--- config.mk ---
export PLATFORM = sky130hd
export DESIGN_NAME = byte_stream_fifo_flat
export DESIGN_NICKNAME = d
export VERILOG_FILES = /design/src/hw/rtl/bsf_pkg.sv /design/src/hw/rtl/bsf_if.sv /design/src/hw/rtl/bsf_ram.sv /design/src/hw/rtl/bsf_front.sv /design/src/hw/rtl/bsf_queue.sv /design/src/hw/rtl/bsf_back.sv /design/src/hw/rtl/byte_stream_fifo.sv /design/src/flat_wrapper.sv
export SDC_FILE = /design/constraint.sdc
export NUM_CORES = 1
export LEC_CHECK = 0
export BUFFER_PORTS_ARGS = -buffer_cell sky130_fd_sc_hd__buf_2
export CELL_PAD_IN_SITES_DETAIL_PLACEMENT = 0
export CELL_PAD_IN_SITES_GLOBAL_PLACEMENT = 2
export CORE_MARGIN = 1
export CORE_UTILIZATION = 35
export CTS_BUF_LIST = sky130_fd_sc_hd__clkbuf_16
export DETAILED_ROUTE_END_ITERATION = 10
export GPL_ROUTABILITY_DRIVEN = 0
export PLACE_DENSITY_LB_ADDON = 0.3
export SYNTH_ARGS = -nofsm -noshare
export SYNTH_HDL_FRONTEND = slang
export SYNTH_SLANG_ARGS = --single-unit
--- constraint.sdc ---
create_clock -name clk -period 8.1 [get_ports clk]
set_input_delay 0.405 -clock clk [delete_from_list [all_inputs] [get_ports clk]]
set_output_delay 0.405 -clock clk [all_outputs]
set_load 0.05 [all_outputs]
--- src/hw/rtl/bsf_pkg.sv ---
// Shared constants, types and helper functions for the byte stream FIFO.
package bsf_pkg;

	localparam int MAX_DEPTH   = 64;
	localparam int ADDR_W      = (MAX_DEPTH > 1) ? $clog2(MAX_DEPTH) : 1;
	localparam int CNT_W       = 7;
	localparam int BYTE_W      = 8;
	localparam int CMD_W       = 3;
	localparam int TOT_W       = 32;
	localparam int QUEUE_DEPTH = 2;
	localparam int QPTR_W      = (QUEUE_DEPTH > 1) ? $clog2(QUEUE_DEPTH) : 1;

	localparam logic [CNT_W-1:0] DEPTH_C   = CNT_W'(MAX_DEPTH);
	localparam logic [CNT_W-1:0] CAP_RESET = 7'd64;

	localparam logic [CMD_W-1:0] CMD_WRITE = 3'd0;
	localparam logic [CMD_W-1:0] CMD_PEEK  = 3'd1;
	localparam logic [CMD_W-1:0] CMD_POP   = 3'd2;
	localparam logic [CMD_W-1:0] CMD_READ  = 3'd3;
	localparam logic [CMD_W-1:0] CMD_END   = 3'd4;

	typedef struct packed {
		logic [CNT_W-1:0] buffered_count;
		logic [CNT_W-1:0] free_space;
		logic [TOT_W-1:0] total_written;
		logic [TOT_W-1:0] total_read;
		logic             input_closed;
		logic             end_of_stream;
	} status_t;

	typedef struct packed {
		logic              has_bytes;
		logic [ADDR_W-1:0] start;
		logic [CNT_W-1:0]  n;
		logic              accepted;
		status_t           st;
	} job_t;

	typedef struct packed {
		logic full;
		logic byte_pending;
	} queue_status_t;

	// ring index plus offset; offset never exceeds the depth, so one correction
	function automatic logic [ADDR_W-1:0] wrap_add(input logic [ADDR_W-1:0] base,
		input logic [CNT_W-1:0] off);
		logic [CNT_W:0] sum;
		sum = (CNT_W+1)'(base) + (CNT_W+1)'(off);
		if (sum >= (CNT_W+1)'(MAX_DEPTH)) begin
			sum = sum - (CNT_W+1)'(MAX_DEPTH);
		end
		return sum[ADDR_W-1:0];
	endfunction

	function automatic logic [TOT_W-1:0] sat_add(input logic [TOT_W-1:0] a,
		input logic [CNT_W-1:0] b);
		logic [TOT_W:0] sum;
		sum = {1'b0, a} + (TOT_W+1)'(b);
		return sum[TOT_W] ? {TOT_W{1'b1}} : sum[TOT_W-1:0];
	endfunction

endpackage

--- src/hw/rtl/bsf_if.sv ---
// Channel interfaces: command requests, results and the capacity write port.
interface bsf_req_if;
	logic                       valid;
	logic                       ready;
	logic [bsf_pkg::CMD_W-1:0]  cmd;
	logic [bsf_pkg::BYTE_W-1:0] write_byte;
	logic [bsf_pkg::CNT_W-1:0]  length;

	modport source (output valid, output cmd, output write_byte, output length, input ready);
	modport sink (input valid, input cmd, input write_byte, input length, output ready);
endinterface

interface bsf_rsp_if;
	logic                       valid;
	logic                       ready;
	logic [bsf_pkg::BYTE_W-1:0] read_byte;
	logic                       byte_valid;
	logic                       last_result;
	logic                       accepted;
	logic [bsf_pkg::CNT_W-1:0]  buffered_count;
	logic [bsf_pkg::CNT_W-1:0]  free_space;
	logic [bsf_pkg::TOT_W-1:0]  total_written;
	logic [bsf_pkg::TOT_W-1:0]  total_read;
	logic                       input_closed;
	logic                       end_of_stream;

	modport source (output valid, output read_byte, output byte_valid, output last_result,
		output accepted, output buffered_count, output free_space, output total_written,
		output total_read, output input_closed, output end_of_stream, input ready);
	modport sink (input valid, input read_byte, input byte_valid, input last_result,
		input accepted, input buffered_count, input free_space, input total_written,
		input total_read, input input_closed, input end_of_stream, output ready);
endinterface

interface bsf_cfg_if;
	logic                      valid;
	logic                      ready;
	logic [bsf_pkg::CNT_W-1:0] data;

	modport source (output valid, output data, input ready);
	modport sink (input valid, input data, output ready);
endinterface

--- src/hw/rtl/bsf_ram.sv ---
// Generic single-write, single-read RAM with registered read data.
module bsf_ram #(
	parameter int WIDTH = 8,
	parameter int DEPTH = 64
) (
	input  logic                                       clk,
	input  logic                                       we,
	input  logic [((DEPTH > 1) ? $clog2(DEPTH) : 1)-1:0] waddr,
	input  logic [WIDTH-1:0]                           wdata,
	input  logic                                       re,
	input  logic [((DEPTH > 1) ? $clog2(DEPTH) : 1)-1:0] raddr,
	output logic [WIDTH-1:0]                           rdata
);

	logic [WIDTH-1:0] mem_q [DEPTH];

	always_ff @(posedge clk) begin
		if (we) begin
			mem_q[waddr] <= wdata;
		end
		if (re) begin
			rdata <= mem_q[raddr];
		end
	end

endmodule

--- src/hw/rtl/bsf_front.sv ---
// Front end: accepts commands, updates stream state, queues one job per command.
module bsf_front (
	input  logic                          clk,
	input  logic                          arst_n,
	bsf_req_if.sink                       req,
	bsf_cfg_if.sink                       cfg,
	input  bsf_pkg::queue_status_t        q_status,
	output logic                          push,
	output bsf_pkg::job_t                 push_job,
	output logic                          ram_we,
	output logic [bsf_pkg::ADDR_W-1:0]    ram_waddr,
	output logic [bsf_pkg::BYTE_W-1:0]    ram_wdata
);

	logic [bsf_pkg::ADDR_W-1:0] head_q, head_n;
	logic [bsf_pkg::CNT_W-1:0]  count_q, count_n;
	logic                       done_q, done_n;
	logic [bsf_pkg::TOT_W-1:0]  wtot_q, wtot_n;
	logic [bsf_pkg::TOT_W-1:0]  rtot_q, rtot_n;
	logic [bsf_pkg::CNT_W-1:0]  cap_q;

	logic [bsf_pkg::CNT_W-1:0]  ecap, room, room_n, take_n;
	logic                       fire, acc, is_grab;

	assign cfg.ready = 1'b1;
	// hold off while a byte job waits: a write could land on bytes not yet read
	assign req.ready = !q_status.full && !q_status.byte_pending;
	assign fire      = req.valid && req.ready;

	assign ecap   = (cap_q > bsf_pkg::DEPTH_C) ? bsf_pkg::DEPTH_C : cap_q;
	assign room   = (done_q || count_q >= ecap) ? '0 : ecap - count_q;
	assign take_n = (req.length < count_q) ? req.length : count_q;

	always_comb begin
		head_n  = head_q;
		count_n = count_q;
		done_n  = done_q;
		wtot_n  = wtot_q;
		rtot_n  = rtot_q;
		acc     = 1'b0;
		is_grab = 1'b0;
		case (req.cmd)
			bsf_pkg::CMD_WRITE: begin
				acc = (room != '0);
				if (acc) begin
					count_n = count_q + 1'b1;
					wtot_n  = bsf_pkg::sat_add(wtot_q, 7'd1);
				end
			end
			bsf_pkg::CMD_PEEK: begin
				is_grab = 1'b1;
			end
			bsf_pkg::CMD_READ: begin
				is_grab = 1'b1;
				head_n  = bsf_pkg::wrap_add(head_q, take_n);
				count_n = count_q - take_n;
				rtot_n  = bsf_pkg::sat_add(rtot_q, take_n);
			end
			bsf_pkg::CMD_POP: begin
				head_n  = bsf_pkg::wrap_add(head_q, take_n);
				count_n = count_q - take_n;
				rtot_n  = bsf_pkg::sat_add(rtot_q, take_n);
			end
			bsf_pkg::CMD_END: begin
				done_n = 1'b1;
			end
			default: begin
			end
		endcase
	end

	assign room_n = (done_n || count_n >= ecap) ? '0 : ecap - count_n;

	always_comb begin
		push                       = fire;
		push_job.has_bytes         = is_grab && (take_n != '0);
		push_job.start             = head_q;
		push_job.n                 = take_n;
		push_job.accepted          = acc;
		push_job.st.buffered_count = count_n;
		push_job.st.free_space     = room_n;
		push_job.st.total_written  = wtot_n;
		push_job.st.total_read     = rtot_n;
		push_job.st.input_closed   = done_n;
		push_job.st.end_of_stream  = done_n && (count_n == '0);
	end

	assign ram_we    = fire && (req.cmd == bsf_pkg::CMD_WRITE) && acc;
	assign ram_waddr = bsf_pkg::wrap_add(head_q, count_q);
	assign ram_wdata = req.write_byte;

	always_ff @(posedge clk or negedge arst_n) begin
		if (!arst_n) begin
			head_q  <= '0;
			count_q <= '0;
			done_q  <= 1'b0;
			wtot_q  <= '0;
			rtot_q  <= '0;
			cap_q   <= bsf_pkg::CAP_RESET;
		end else begin
			if (fire) begin
				head_q  <= head_n;
				count_q <= count_n;
				done_q  <= done_n;
				wtot_q  <= wtot_n;
				rtot_q  <= rtot_n;
			end
			if (cfg.valid) begin
				cap_q <= cfg.data;
			end
		end
	end

`ifndef SYNTHESIS
	a_write_no_pending: assert property (@(posedge clk) disable iff (!arst_n)
		ram_we |-> !q_status.byte_pending)
		else $error("store written while a byte job is pending");
	a_count_bound: assert property (@(posedge clk) disable iff (!arst_n)
		count_q <= bsf_pkg::DEPTH_C)
		else $error("stored count beyond ring depth");
`endif

endmodule

--- src/hw/rtl/bsf_queue.sv ---
// Short job queue between front and back ends.
module bsf_queue (
	input  logic                   clk,
	input  logic                   arst_n,
	input  logic                   push,
	input  bsf_pkg::job_t          push_job,
	input  logic                   pop,
	output logic                   head_valid,
	output bsf_pkg::job_t          head_job,
	output bsf_pkg::queue_status_t status
);

	bsf_pkg::job_t                   ent_q [bsf_pkg::QUEUE_DEPTH];
	logic [bsf_pkg::QUEUE_DEPTH-1:0] vld_q, vld_n;
	logic [bsf_pkg::QPTR_W-1:0]      wptr_q, rptr_q;
	logic [bsf_pkg::QUEUE_DEPTH-1:0] grab_mask;

	always_comb begin
		for (int k = 0; k < bsf_pkg::QUEUE_DEPTH; k++) begin
			grab_mask[k] = vld_q[k] && ent_q[k].has_bytes;
		end
	end

	// pop and push never hit the same entry: push needs a free slot, pop a valid one
	always_comb begin
		vld_n = vld_q;
		if (pop) begin
			vld_n[rptr_q] = 1'b0;
		end
		if (push) begin
			vld_n[wptr_q] = 1'b1;
		end
	end

	assign head_valid          = vld_q[rptr_q];
	assign head_job            = ent_q[rptr_q];
	assign status.full         = vld_q[wptr_q];
	assign status.byte_pending = |grab_mask;

	always_ff @(posedge clk) begin
		if (push) begin
			ent_q[wptr_q] <= push_job;
		end
	end

	always_ff @(posedge clk or negedge arst_n) begin
		if (!arst_n) begin
			vld_q  <= '0;
			wptr_q <= '0;
			rptr_q <= '0;
		end else begin
			vld_q <= vld_n;
			if (pop) begin
				rptr_q <= (rptr_q == bsf_pkg::QPTR_W'(bsf_pkg::QUEUE_DEPTH - 1)) ?
					'0 : rptr_q + 1'b1;
			end
			if (push) begin
				wptr_q <= (wptr_q == bsf_pkg::QPTR_W'(bsf_pkg::QUEUE_DEPTH - 1)) ?
					'0 : wptr_q + 1'b1;
			end
		end
	end

`ifndef SYNTHESIS
	a_no_overflow: assert property (@(posedge clk) disable iff (!arst_n)
		push |-> !status.full)
		else $error("job pushed into full queue");
	a_no_underflow: assert property (@(posedge clk) disable iff (!arst_n)
		pop |-> head_valid)
		else $error("job popped from empty queue");
`endif

endmodule

--- src/hw/rtl/bsf_back.sv ---
// Back end: expands jobs into result items, reading stream bytes from the store.
module bsf_back (
	input  logic                       clk,
	input  logic                       arst_n,
	input  logic                       head_valid,
	input  bsf_pkg::job_t              head_job,
	output logic                       pop,
	output logic                       ram_re,
	output logic [bsf_pkg::ADDR_W-1:0] ram_raddr,
	input  logic [bsf_pkg::BYTE_W-1:0] ram_rdata,
	bsf_rsp_if.source                  rsp
);

	logic [bsf_pkg::ADDR_W-1:0] off_q;

	logic             s1_valid_s1;
	logic             s1_byte_s1;
	logic             s1_last_s1;
	logic             s1_acc_s1;
	bsf_pkg::status_t s1_st_s1;

	logic             rsp_valid_q;
	logic [bsf_pkg::BYTE_W-1:0] rsp_byte_q;
	logic             rsp_bv_q;
	logic             rsp_last_q;
	logic             rsp_acc_q;
	bsf_pkg::status_t rsp_st_q;

	logic out_free, s1_move, s1_free, issue, last_iss;

	assign out_free = !rsp_valid_q || rsp.ready;
	assign s1_move  = s1_valid_s1 && out_free;
	assign s1_free  = !s1_valid_s1 || s1_move;
	assign issue    = head_valid && s1_free;
	assign last_iss = !head_job.has_bytes ||
		((bsf_pkg::CNT_W'(off_q) + 7'd1) == head_job.n);
	assign pop      = issue && last_iss;

	// read data stays put between issues, so s1 can wait on a stalled output
	assign ram_re    = issue && head_job.has_bytes;
	assign ram_raddr = bsf_pkg::wrap_add(head_job.start, bsf_pkg::CNT_W'(off_q));

	always_ff @(posedge clk) begin
		if (issue) begin
			s1_byte_s1 <= head_job.has_bytes;
			s1_last_s1 <= last_iss;
			s1_acc_s1  <= head_job.accepted;
			s1_st_s1   <= head_job.st;
		end
		if (s1_move) begin
			rsp_byte_q <= s1_byte_s1 ? ram_rdata : '0;
			rsp_bv_q   <= s1_byte_s1;
			rsp_last_q <= s1_last_s1;
			rsp_acc_q  <= s1_acc_s1;
			rsp_st_q   <= s1_st_s1;
		end
	end

	always_ff @(posedge clk or negedge arst_n) begin
		if (!arst_n) begin
			off_q       <= '0;
			s1_valid_s1 <= 1'b0;
			rsp_valid_q <= 1'b0;
		end else begin
			if (issue) begin
				off_q <= last_iss ? '0 : off_q + 1'b1;
			end
			if (issue) begin
				s1_valid_s1 <= 1'b1;
			end else if (s1_move) begin
				s1_valid_s1 <= 1'b0;
			end
			if (s1_move) begin
				rsp_valid_q <= 1'b1;
			end else if (rsp.ready) begin
				rsp_valid_q <= 1'b0;
			end
		end
	end

	assign rsp.valid          = rsp_valid_q;
	assign rsp.read_byte      = rsp_byte_q;
	assign rsp.byte_valid     = rsp_bv_q;
	assign rsp.last_result    = rsp_last_q;
	assign rsp.accepted       = rsp_acc_q;
	assign rsp.buffered_count = rsp_st_q.buffered_count;
	assign rsp.free_space     = rsp_st_q.free_space;
	assign rsp.total_written  = rsp_st_q.total_written;
	assign rsp.total_read     = rsp_st_q.total_read;
	assign rsp.input_closed   = rsp_st_q.input_closed;
	assign rsp.end_of_stream  = rsp_st_q.end_of_stream;

`ifndef SYNTHESIS
	a_s1_holds: assert property (@(posedge clk) disable iff (!arst_n)
		(s1_valid_s1 && !out_free) |=> s1_valid_s1)
		else $error("stage 1 item dropped under stall");
	a_read_in_range: assert property (@(posedge clk) disable iff (!arst_n)
		ram_re |-> (bsf_pkg::CNT_W'(off_q) < head_job.n))
		else $error("byte read beyond job length");
`endif

endmodule

--- src/hw/rtl/byte_stream_fifo.sv ---
// Top level of the byte stream FIFO: front end, job queue, back end and ring store.
//
//  channel | dir | handshake          | carries
//  --------+-----+--------------------+-------------------------------------------
//  req     | in  | req.valid/ready    | cmd, write_byte, length
//  rsp     | out | rsp.valid/ready    | read_byte, byte_valid, last_result, status
//  cfg     | in  | cfg.valid/ready    | data = capacity (always ready)
//
//  Write, pop, end input and unknown commands: one item per cycle unless rsp holds off,
//  one result each, passed through the job queue and stage 1 to the result register.
//  Peek/read of n bytes: n results, one per cycle unless rsp holds off, paced by the
//  one read port of the ring store; req stalls until the last byte of that job is read.
//  req also stalls when the two-entry job queue is full, which only happens while
//  rsp is held off. Reset is asynchronous and clears pointers, counts and totals;
//  the store itself is not cleared and needs no sweep after reset.
module byte_stream_fifo (
	input  logic      clk,
	input  logic      arst_n,
	bsf_req_if.sink   req,
	bsf_rsp_if.source rsp,
	bsf_cfg_if.sink   cfg
);

	bsf_pkg::queue_status_t     q_status;
	bsf_pkg::job_t              push_job, head_job;
	logic                       push, pop, head_valid;

	logic                       ram_we, ram_re;
	logic [bsf_pkg::ADDR_W-1:0] ram_waddr, ram_raddr;
	logic [bsf_pkg::BYTE_W-1:0] ram_wdata, ram_rdata;

	// front: stream state updates happen here in the accept cycle; the capacity loads on cfg.valid
	bsf_front u_front (
		.clk       (clk),
		.arst_n    (arst_n),
		.req       (req),
		.cfg       (cfg),
		.q_status  (q_status),
		.push      (push),
		.push_job  (push_job),
		.ram_we    (ram_we),
		.ram_waddr (ram_waddr),
		.ram_wdata (ram_wdata)
	);

	// jobs carry the post-command status snapshot plus the byte window to stream
	bsf_queue u_queue (
		.clk        (clk),
		.arst_n     (arst_n),
		.push       (push),
		.push_job   (push_job),
		.pop        (pop),
		.head_valid (head_valid),
		.head_job   (head_job),
		.status     (q_status)
	);

	bsf_back u_back (
		.clk        (clk),
		.arst_n     (arst_n),
		.head_valid (head_valid),
		.head_job   (head_job),
		.pop        (pop),
		.ram_re     (ram_re),
		.ram_raddr  (ram_raddr),
		.ram_rdata  (ram_rdata),
		.rsp        (rsp)
	);

	// ring store: written by the front, read by the back
	bsf_ram #(
		.WIDTH (bsf_pkg::BYTE_W),
		.DEPTH (bsf_pkg::MAX_DEPTH)
	) u_ring (
		.clk   (clk),
		.we    (ram_we),
		.waddr (ram_waddr),
		.wdata (ram_wdata),
		.re    (ram_re),
		.raddr (ram_raddr),
		.rdata (ram_rdata)
	);

endmodule
--- src/flat_wrapper.sv ---
// flat-port wrapper written by rule: the top's interface ports become plain ports
module byte_stream_fifo_flat 
  (clk, arst_n, req_valid, req_cmd, req_write_byte, req_length, req_ready, rsp_valid, rsp_read_byte, rsp_byte_valid, rsp_last_result, rsp_accepted, rsp_buffered_count, rsp_free_space, rsp_total_written, rsp_total_read, rsp_input_closed, rsp_end_of_stream, rsp_ready, cfg_valid, cfg_data, cfg_ready);
  bsf_req_if req_i ();
  bsf_rsp_if rsp_i ();
  bsf_cfg_if cfg_i ();
  input  logic clk;
  input  logic arst_n;
  input wire logic [$bits(req_i.valid)-1:0] req_valid;
  input wire logic [$bits(req_i.cmd)-1:0] req_cmd;
  input wire logic [$bits(req_i.write_byte)-1:0] req_write_byte;
  input wire logic [$bits(req_i.length)-1:0] req_length;
  output wire logic [$bits(req_i.ready)-1:0] req_ready;
  output wire logic [$bits(rsp_i.valid)-1:0] rsp_valid;
  output wire logic [$bits(rsp_i.read_byte)-1:0] rsp_read_byte;
  output wire logic [$bits(rsp_i.byte_valid)-1:0] rsp_byte_valid;
  output wire logic [$bits(rsp_i.last_result)-1:0] rsp_last_result;
  output wire logic [$bits(rsp_i.accepted)-1:0] rsp_accepted;
  output wire logic [$bits(rsp_i.buffered_count)-1:0] rsp_buffered_count;
  output wire logic [$bits(rsp_i.free_space)-1:0] rsp_free_space;
  output wire logic [$bits(rsp_i.total_written)-1:0] rsp_total_written;
  output wire logic [$bits(rsp_i.total_read)-1:0] rsp_total_read;
  output wire logic [$bits(rsp_i.input_closed)-1:0] rsp_input_closed;
  output wire logic [$bits(rsp_i.end_of_stream)-1:0] rsp_end_of_stream;
  input wire logic [$bits(rsp_i.ready)-1:0] rsp_ready;
  input wire logic [$bits(cfg_i.valid)-1:0] cfg_valid;
  input wire logic [$bits(cfg_i.data)-1:0] cfg_data;
  output wire logic [$bits(cfg_i.ready)-1:0] cfg_ready;
  assign req_i.valid = req_valid;
  assign req_i.cmd = req_cmd;
  assign req_i.write_byte = req_write_byte;
  assign req_i.length = req_length;
  assign req_ready = req_i.ready;
  assign rsp_valid = rsp_i.valid;
  assign rsp_read_byte = rsp_i.read_byte;
  assign rsp_byte_valid = rsp_i.byte_valid;
  assign rsp_last_result = rsp_i.last_result;
  assign rsp_accepted = rsp_i.accepted;
  assign rsp_buffered_count = rsp_i.buffered_count;
  assign rsp_free_space = rsp_i.free_space;
  assign rsp_total_written = rsp_i.total_written;
  assign rsp_total_read = rsp_i.total_read;
  assign rsp_input_closed = rsp_i.input_closed;
  assign rsp_end_of_stream = rsp_i.end_of_stream;
  assign rsp_i.ready = rsp_ready;
  assign cfg_i.valid = cfg_valid;
  assign cfg_i.data = cfg_data;
  assign cfg_ready = cfg_i.ready;
  byte_stream_fifo u_core (.clk(clk), .arst_n(arst_n), .req(req_i), .rsp(rsp_i), .cfg(cfg_i));
endmodule
==> results of run 1 <==
worst max-delay path: stages (launching register included):
cell,delay [ps]
dfrtp_1,760
inv_1,160
ha_1,320
a21o_1,100
a21o_1,120
a21oi_1,60
nor2b_1,100
o21ai_0,90
a21oi_1,680
mux2i_1,730
ha_1,360
nor2b_1,120
o21ai_0,250
a21boi_0,170
or4_1,480
o311ai_0,190
a211oi_4,140
ha_1,360
and2_1,200
a22oi_1,180
o211ai_1,130
a21boi_0,290
or3_1,170
a21oi_2,60
synth_stat cells, types with 18 or more instances:
master	n
a21oi_1	67
a31oi_1	27
and2_1	18
and3_1	18
buf_1	20
clkbuf_1	57
dfrtp_1	96
edfxtp_1	884
ha_1	47
inv_1	49
mux2_2	109
mux2i_1	26
mux4_2	160
nand2_1	165
nand3_1	37
nor2_1	159
nor2b_1	20
nor3_1	18
o21ai_0	63
xnor2_1	39
xor2_1	51
through the flow:
stage,total power [mW],hold WS [ps]
5_1_grt,19.9,69.4
4_1_cts,19.3,25.4
3_5_place_dp,14.5,405
2_1_floorplan,12.2,109
6_report,18.9,74.6
3_3_place_gp,14.4,401
logic make-up (layout without fill, tap and decap cells):
| family | count (synthesis) | after routing |
|---|---|---|
| other | 1 | 2 |
| XOR/XNOR | 90 | 90 |
| adder cells (fa/ha/maj) | 55 | 55 |
| buffers and inverters | 143 | 409 |
| multiplexers | 297 | 297 |
| AO/OA/AOI/OAI | 263 | 263 |
| flip-flops | 981 | 981 |
| AND/OR/NAND/NOR | 506 | 506 |
timing repair:
item | CTS | global route
setup buffers | 0 | 0
hold endpoints to repair | 38 | 0
hold buffers | 9 | 0
state kept, by name, indices dropped and copies added (netlist names), 7 cells and up:
name / flops
u_core.u_back.rsp.buffered_count: 7
u_core.u_ring.mem_q: 512
u_core.u_back.rsp.read_byte: 8
u_core.u_front.count_q: 7
u_core.u_back.rsp.free_space: 7
u_core.u_front.cap_q: 7
u_core.u_front.rtot_q: 32
u_core.u_queue.ent_q: 190
u_core.u_back.rsp.total_read: 32
u_core.u_front.wtot_q: 32
u_core.u_ring.rdata: 8
u_core.u_back.rsp.total_written: 32
u_core.u_back.s1_st_s1: 80
metal layers:
layer | global-route usage | routed length [um] | vias up
li1 | - | - | 9487
met4 | 0.0496 | 2380 | 2
met5 | 0 | 13 | -
met2 | 0.263 | 45100 | 482
met3 | 0.0256 | 4390 | 146
met1 | 0.211 | 39400 | 10700
where the power goes:
group          switching [mW]  internal, mW  total (mW)
logic                    4.35          2.76        7.11
clock network            1.98          2.73        4.72
registers               0.405          6.68        7.09
area by class of cell:
class | instances | share of cell area
clock buffers | 108 | 0.0584
multi-input cells | 1212 | 0.234
well taps | 1512 | 0.0409
diodes | 1 | 0.0000541
repair buffers | 162 | 0.0205
clock inverters | 84 | 0.0154
inverters | 55 | 0.00451
flip-flops and latches | 981 | 0.626
how the worst max path moves through the flow:
stage | slack (ps) | from | endpoint
detailed placement | 1650 | u_core.u_front.count_q[1]$_DFFE_PN0P_ | u_core.u_queue.ent_q[0][29]$_DFFE_PP_
global placement | 1670 | u_core.u_front.count_q[1]$_DFFE_PN0P_ | u_core.u_queue.ent_q[0][29]$_DFFE_PP_
floorplan | 1060 | u_core.u_queue.wptr_q$_DFFE_PN0P_ | u_core.u_queue.ent_q[1][0]$_DFFE_PP_
finish | 1630 | u_core.u_front.count_q[1]$_DFFE_PN0P_ | u_core.u_queue.ent_q[1][72]$_DFFE_PP_
global route | 1050 | u_core.u_front.count_q[1]$_DFFE_PN0P_ | u_core.u_queue.ent_q[0][31]$_DFFE_PP_
CTS | 1580 | u_core.u_front.count_q[1]$_DFFE_PN0P_ | u_core.u_queue.ent_q[0][29]$_DFFE_PP_
==> reports/qor.yml, run 1 <==
grt_max_degree: 107
fin_crit_sh: 0.799
hold_path_end: "u_core.u_front.cap_q[3]$_DFFE_PN0P_"
ir_worst_vdd_uv: 253
final_common_cell: "edfxtp_1"
synth_mux_area_frac: 0.127
hold_path_depth: 2
final_area_sq_um: 46300
finalSetupViolCount: 0
grt_pass1_vias: 21600
ios: 124
outcome: "complete, no violations"
yosys.area_share.simple: 0.0590
rows: 124
worstHoldPathType: "in2reg"
timing.final.max_slew_violations: 0
dpl_cell_area_sq_um: 42800
path_clk_slew_ps: 60
grtUsageTotal: 0.157
nFillCells: 10500
start_kind: "register"
required_ps: 8530
core-area_sq_um: 114000
utilization: 0.405
synth-compound-area-share: 0.0434
initial_core_util: 0.353
wl_per_cell_um: 22.2
synth_xor_area_frac: 0.0196
skew_ps: 42.5
multiInputGateArea_sq_um: 10800
cap_violations: 0
drtIter0Drc: 1583
synth_edf_count: 884
worstPathMaxFanout: 17
r2r_slack_ps: 1630
synthDistinctLibCells: 87
grt_pass1_wl_um: 138000
fin_cells: 4115
synth_async_sr_flop_share: 0.0989
drive_gt1_frac: 0.241
cts_tree: "built"
root_buffer: "clkbuf_16"
hold_viol_final: 0
p_leak_nw: 15.9
clk_latency_ps: 700
synth_top_family_by_area: "multiplexers"
antenna_found_initial: 3
end_kind: "register"
die_w_um: 341
fmax_mhz: 155
yosys.area.top_type_share: 0.659
port-buffer-count: 122
die_h_um: 341
syn_area_sq_um: 40300
htree_levels: 3
overflow: 0
drt_first_pass_iters: 5
via_per_inst: 5.07
reg2reg_depth: 23
reg2reg_from: "u_core.u_front.count_q[1]$_DFFE_PN0P_"
die_area_sq_um: 117000
cts_buffers: 106
yosys_warnings: 0
power_density_nw_per_um2: 409
fin_ws_ps: 1630
relSlewSlack: 0.108
post-place-cells: 3913
finalWirelength_um: 91200
finalSetupTns_ps: 0
cts.path.max_buffers: 3
arrival_ps: 6900
cts_resized: 0
dp_hpwl_um: 57100
ant_nets: 0
vias: 20900
synth_cells: 2336
route.detailed.drc: 0
min_from: "cfg_valid"
avgSynthCellArea_sq_um: 17.3
clock-sinks: 981
ys_ff_latch: 981
yosys.area_share.adder: 0.0178
synth_largest_area_cell: "edfxtp_1"
finalCriticalPeriod_ps: 6470
worst_pin_slew_ps: 1330
pre_cts_ws_ps: 1650
r2r-end: "u_core.u_queue.ent_q[1][72]$_DFFE_PP_"
crit_type: "reg2reg"
final_cell_mix: "884 x edfxtp_1, 164 x nand2_1, 160 x mux4_2"
ff_latch_area_sq_um: 29000
rsz0062_at_grt: "no"
area_delta_synth_final_pct: 14.8
nNetsFinal: 2600
yosys_most_used_dff: "edfxtp_1"
yosysSeqAreaShare: 0.719
synthTopCellsByArea: "edfxtp_1 66%, mux4_2 8.9%, dfrtp_1 6.0%"
syn_nets: 2418
No activity file was read; power rests on OpenSTA's default activity.
==> run 2: changes to the inputs <==
--- a/config.mk
+++ b/config.mk
@@ -5,6 +5,7 @@
 export SDC_FILE = /design/constraint.sdc
 export NUM_CORES = 1
 export LEC_CHECK = 0
+export ABC_AREA = 1
 export BUFFER_PORTS_ARGS = -buffer_cell sky130_fd_sc_hd__buf_2
 export CELL_PAD_IN_SITES_DETAIL_PLACEMENT = 0
 export CELL_PAD_IN_SITES_GLOBAL_PLACEMENT = 2
==> constraint.sdc (replaced) <==
create_clock -name clk -period 6.1 [get_ports clk]
set_input_delay 0.305 -clock clk [delete_from_list [all_inputs] [get_ports clk]]
set_output_delay 0.305 -clock clk [all_outputs]
set_load 0.05 [all_outputs]
==> reports/qor.yml, run 2 <==
crit_buf_inv: 6
cts.path.max_buffers: 3
ant_nets: 0
initial_core_util: 0.354
final_cell_mix: "884 x edfxtp_1, 682 x nand2_1, 444 x nor2_1"
finalSetupTns_ps: 0
synth_edf_count: 884
fin_cells: 5209
antenna_cells: 0
pre_cts_ws_ps: 891
p_int_mw: 16.0
cap_violations: 0
relSlewSlack: 0.235
synth_async_sr_flop_share: 0.0989
ir_worst_vdd_uv: 532
yosys.area.top_type_share: 0.644
final_area_sq_um: 47400
ys_ff_latch: 981
drtIter0Drc: 1896
avgSynthCellArea_sq_um: 12.1
synth-compound-area-share: 0.0728
largest_register_ffs: 512
core-area_sq_um: 116000
slowest_delay_ps: 490
syn_nets: 3496
worstPathMaxFanout: 8
cts_buffers: 105
die_area_sq_um: 119000
p_sw_mw: 12.3
p_seq_frac: 0.341
fin_crit_sh: 0.841
die_w_um: 345
yosys.area_share.simple: 0.140
switching_share: 0.434
reg2reg_from: "u_core.u_front.count_q[5]$_DFFE_PN0P_"
synth_cells: 3414
via_per_inst: 4.96
rows: 125
outcome: "complete, no violations"
ctsHoldBuffers: 18
htree_levels: 3
power_density_nw_per_um2: 597
crit_type: "reg2reg"
cts_tree: "built"
synth_mux_area_frac: 0.0179
synthTopCellsByCount: "884 x edfxtp_1, 682 x nand2_1, 447 x nor2_1"
grt_pass1_vias: 25700
root_buffer: "clkbuf_16"
synthTopCellsByArea: "edfxtp_1 64%, nand2_1 6.2%, dfrtp_1 5.8%"
wl_per_cell_um: 20.2
p_leak_nw: 17.6
synth_top_family_by_area: "simple AND/OR/NAND/NOR gates"
vias: 25800
post-cts-setup-buffers: 0
worstHoldPathType: "in2reg"
yosys_warnings: 0
grtUsageTotal: 0.176
grt_max_degree: 139
finalCriticalPeriod_ps: 5130
power_mw: 28.3
nFillCells: 11100
dp_hpwl_um: 64400
area_delta_synth_final_pct: 15.2
finalWirelength_um: 105000
antenna_found_initial: 4
synthDistinctLibCells: 57
required_ps: 6630
cp_slowest_cell: "dfrtp_1"
fmax_mhz: 195
power_frac_clock: 0.216
dpl_cell_area_sq_um: 44000
arrival_ps: 5660
fin_ws_ps: 972
largest_register: "u_core.u_ring.mem_q"
drive_gt1_frac: 0.112
yosys.area_share.adder: 0.0167
worst_pin_slew_ps: 1150
yosysSeqAreaShare: 0.703
skew_ps: 35.2
crit_start: "u_core.u_front.count_q[5]$_DFFE_PN0P_"
post-place-cells: 4997
ios: 124
clock-sinks: 981
end_kind: "register"
multiInputGateArea_sq_um: 10900
finalSetupViolCount: 0
timing.final.max_slew_violations: 0
syn_area_sq_um: 41200
largestRegisters: "u_core.u_ring.mem_q: 512 flops, u_core.u_queue.ent_q: 190 flops, u_core.u_back.s1_st_s1: 80 flops"
rsz0062_at_grt: "no"
overflow: 0
pwr-share-comb: 0.442
route.detailed.drc: 0
clk_latency_ps: 690
start_kind: "register"
path_clk_slew_ps: 60
synth_largest_area_cell: "edfxtp_1"
critPathTopFamily: "simple AND/OR/NAND/NOR gates"
hold_viol_final: 0
die_h_um: 345
synth_xor_area_frac: 0.0136
yosys_most_used_dff: "edfxtp_1"
nNetsFinal: 3680
final_common_cell: "edfxtp_1"
yosysMostFrequentCell: "edfxtp_1"
drt_first_pass_iters: 5
grt_pass1_wl_um: 161000
min_from: "req_cmd[0]"
cts_resized: 0
port-buffer-count: 122
ff_latch_area_sq_um: 29000
-- run 2: final timing paths --
kind                                                                 end  slack [ps]  cells past startpoint
hold reg to reg            u_core.u_back.rsp.total_written[29]$_DFFE_PP_         410                      0
max in group asynchronous              u_core.u_queue.rptr_q$_DFFE_PN0P_        4540                      3
setup reg to reg                   u_core.u_front.rtot_q[28]$_DFFE_PN0P_         970                     25
hold / removal                     u_core.u_queue.ent_q[1][94]$_DFFE_PP_         130                      3
setup / recovery                   u_core.u_front.rtot_q[28]$_DFFE_PN0P_         970                     25
min in group asynchronous          u_core.u_front.wtot_q[13]$_DFFE_PN0P_         230                      2
-- run 2: metrics by stage --
step,util,hold slack [ps]
2_1_floorplan,-,9.41
3_3_place_gp,0.378,403
3_5_place_dp,0.378,405
4_1_cts,0.408,95.7
5_1_grt,0.408,146
6_report,0.408,127
-- run 2: layout make-up --
cell class / count / area share
clock buffers: 106 / 0.0559
flip-flops and latches: 981 / 0.611
inverters: 215 / 0.0174
repair buffers: 230 / 0.0328
well taps: 1524 / 0.0402
multi-input cells: 2065 / 0.229
clock inverters: 88 / 0.0135
-- run 2: kinds of logic after synthesis --
group,count (synthesis)
adders and majority gates,52
AOI/OAI and AO/OA,481
other,1
and+or+nand+nor,1394
buffers and inverters,368
xor gates and xnor gates,64
DFF,981
muxes,73
-- run 2: metal layers --
layer	global-route usage	part of all wire	vias to the layer above
li1	-	-	12500
met5	0	0.00012	-
met4	0.0389	0.014	2
met3	0.0282	0.048	100
met1	0.249	0.47	12700
met2	0.283	0.47	495
-- run 2: worst register-to-register path, delay by kind of cell (launching register included) --
family                     cells  cell delay (ps)
AOI/OAI and AO/OA              5             1230
buffers and inverters          6              810
DFF                            1              490
adders and majority gates      3              980
and+or+nand+nor               11             1470
-- run 2: power groups by stage --
stage | registers, mW | clock network (mW) | logic (mW)
after detailed placement | 9.79 | 0 | 12.7
after CTS | 9.68 | 6.27 | 12.7
after floorplan | 10.6 | 0 | 7.62
final | 9.67 | 6.13 | 12.5
after global placement | 9.79 | 0 | 12.7
after global routing | 9.79 | 6.51 | 13.9
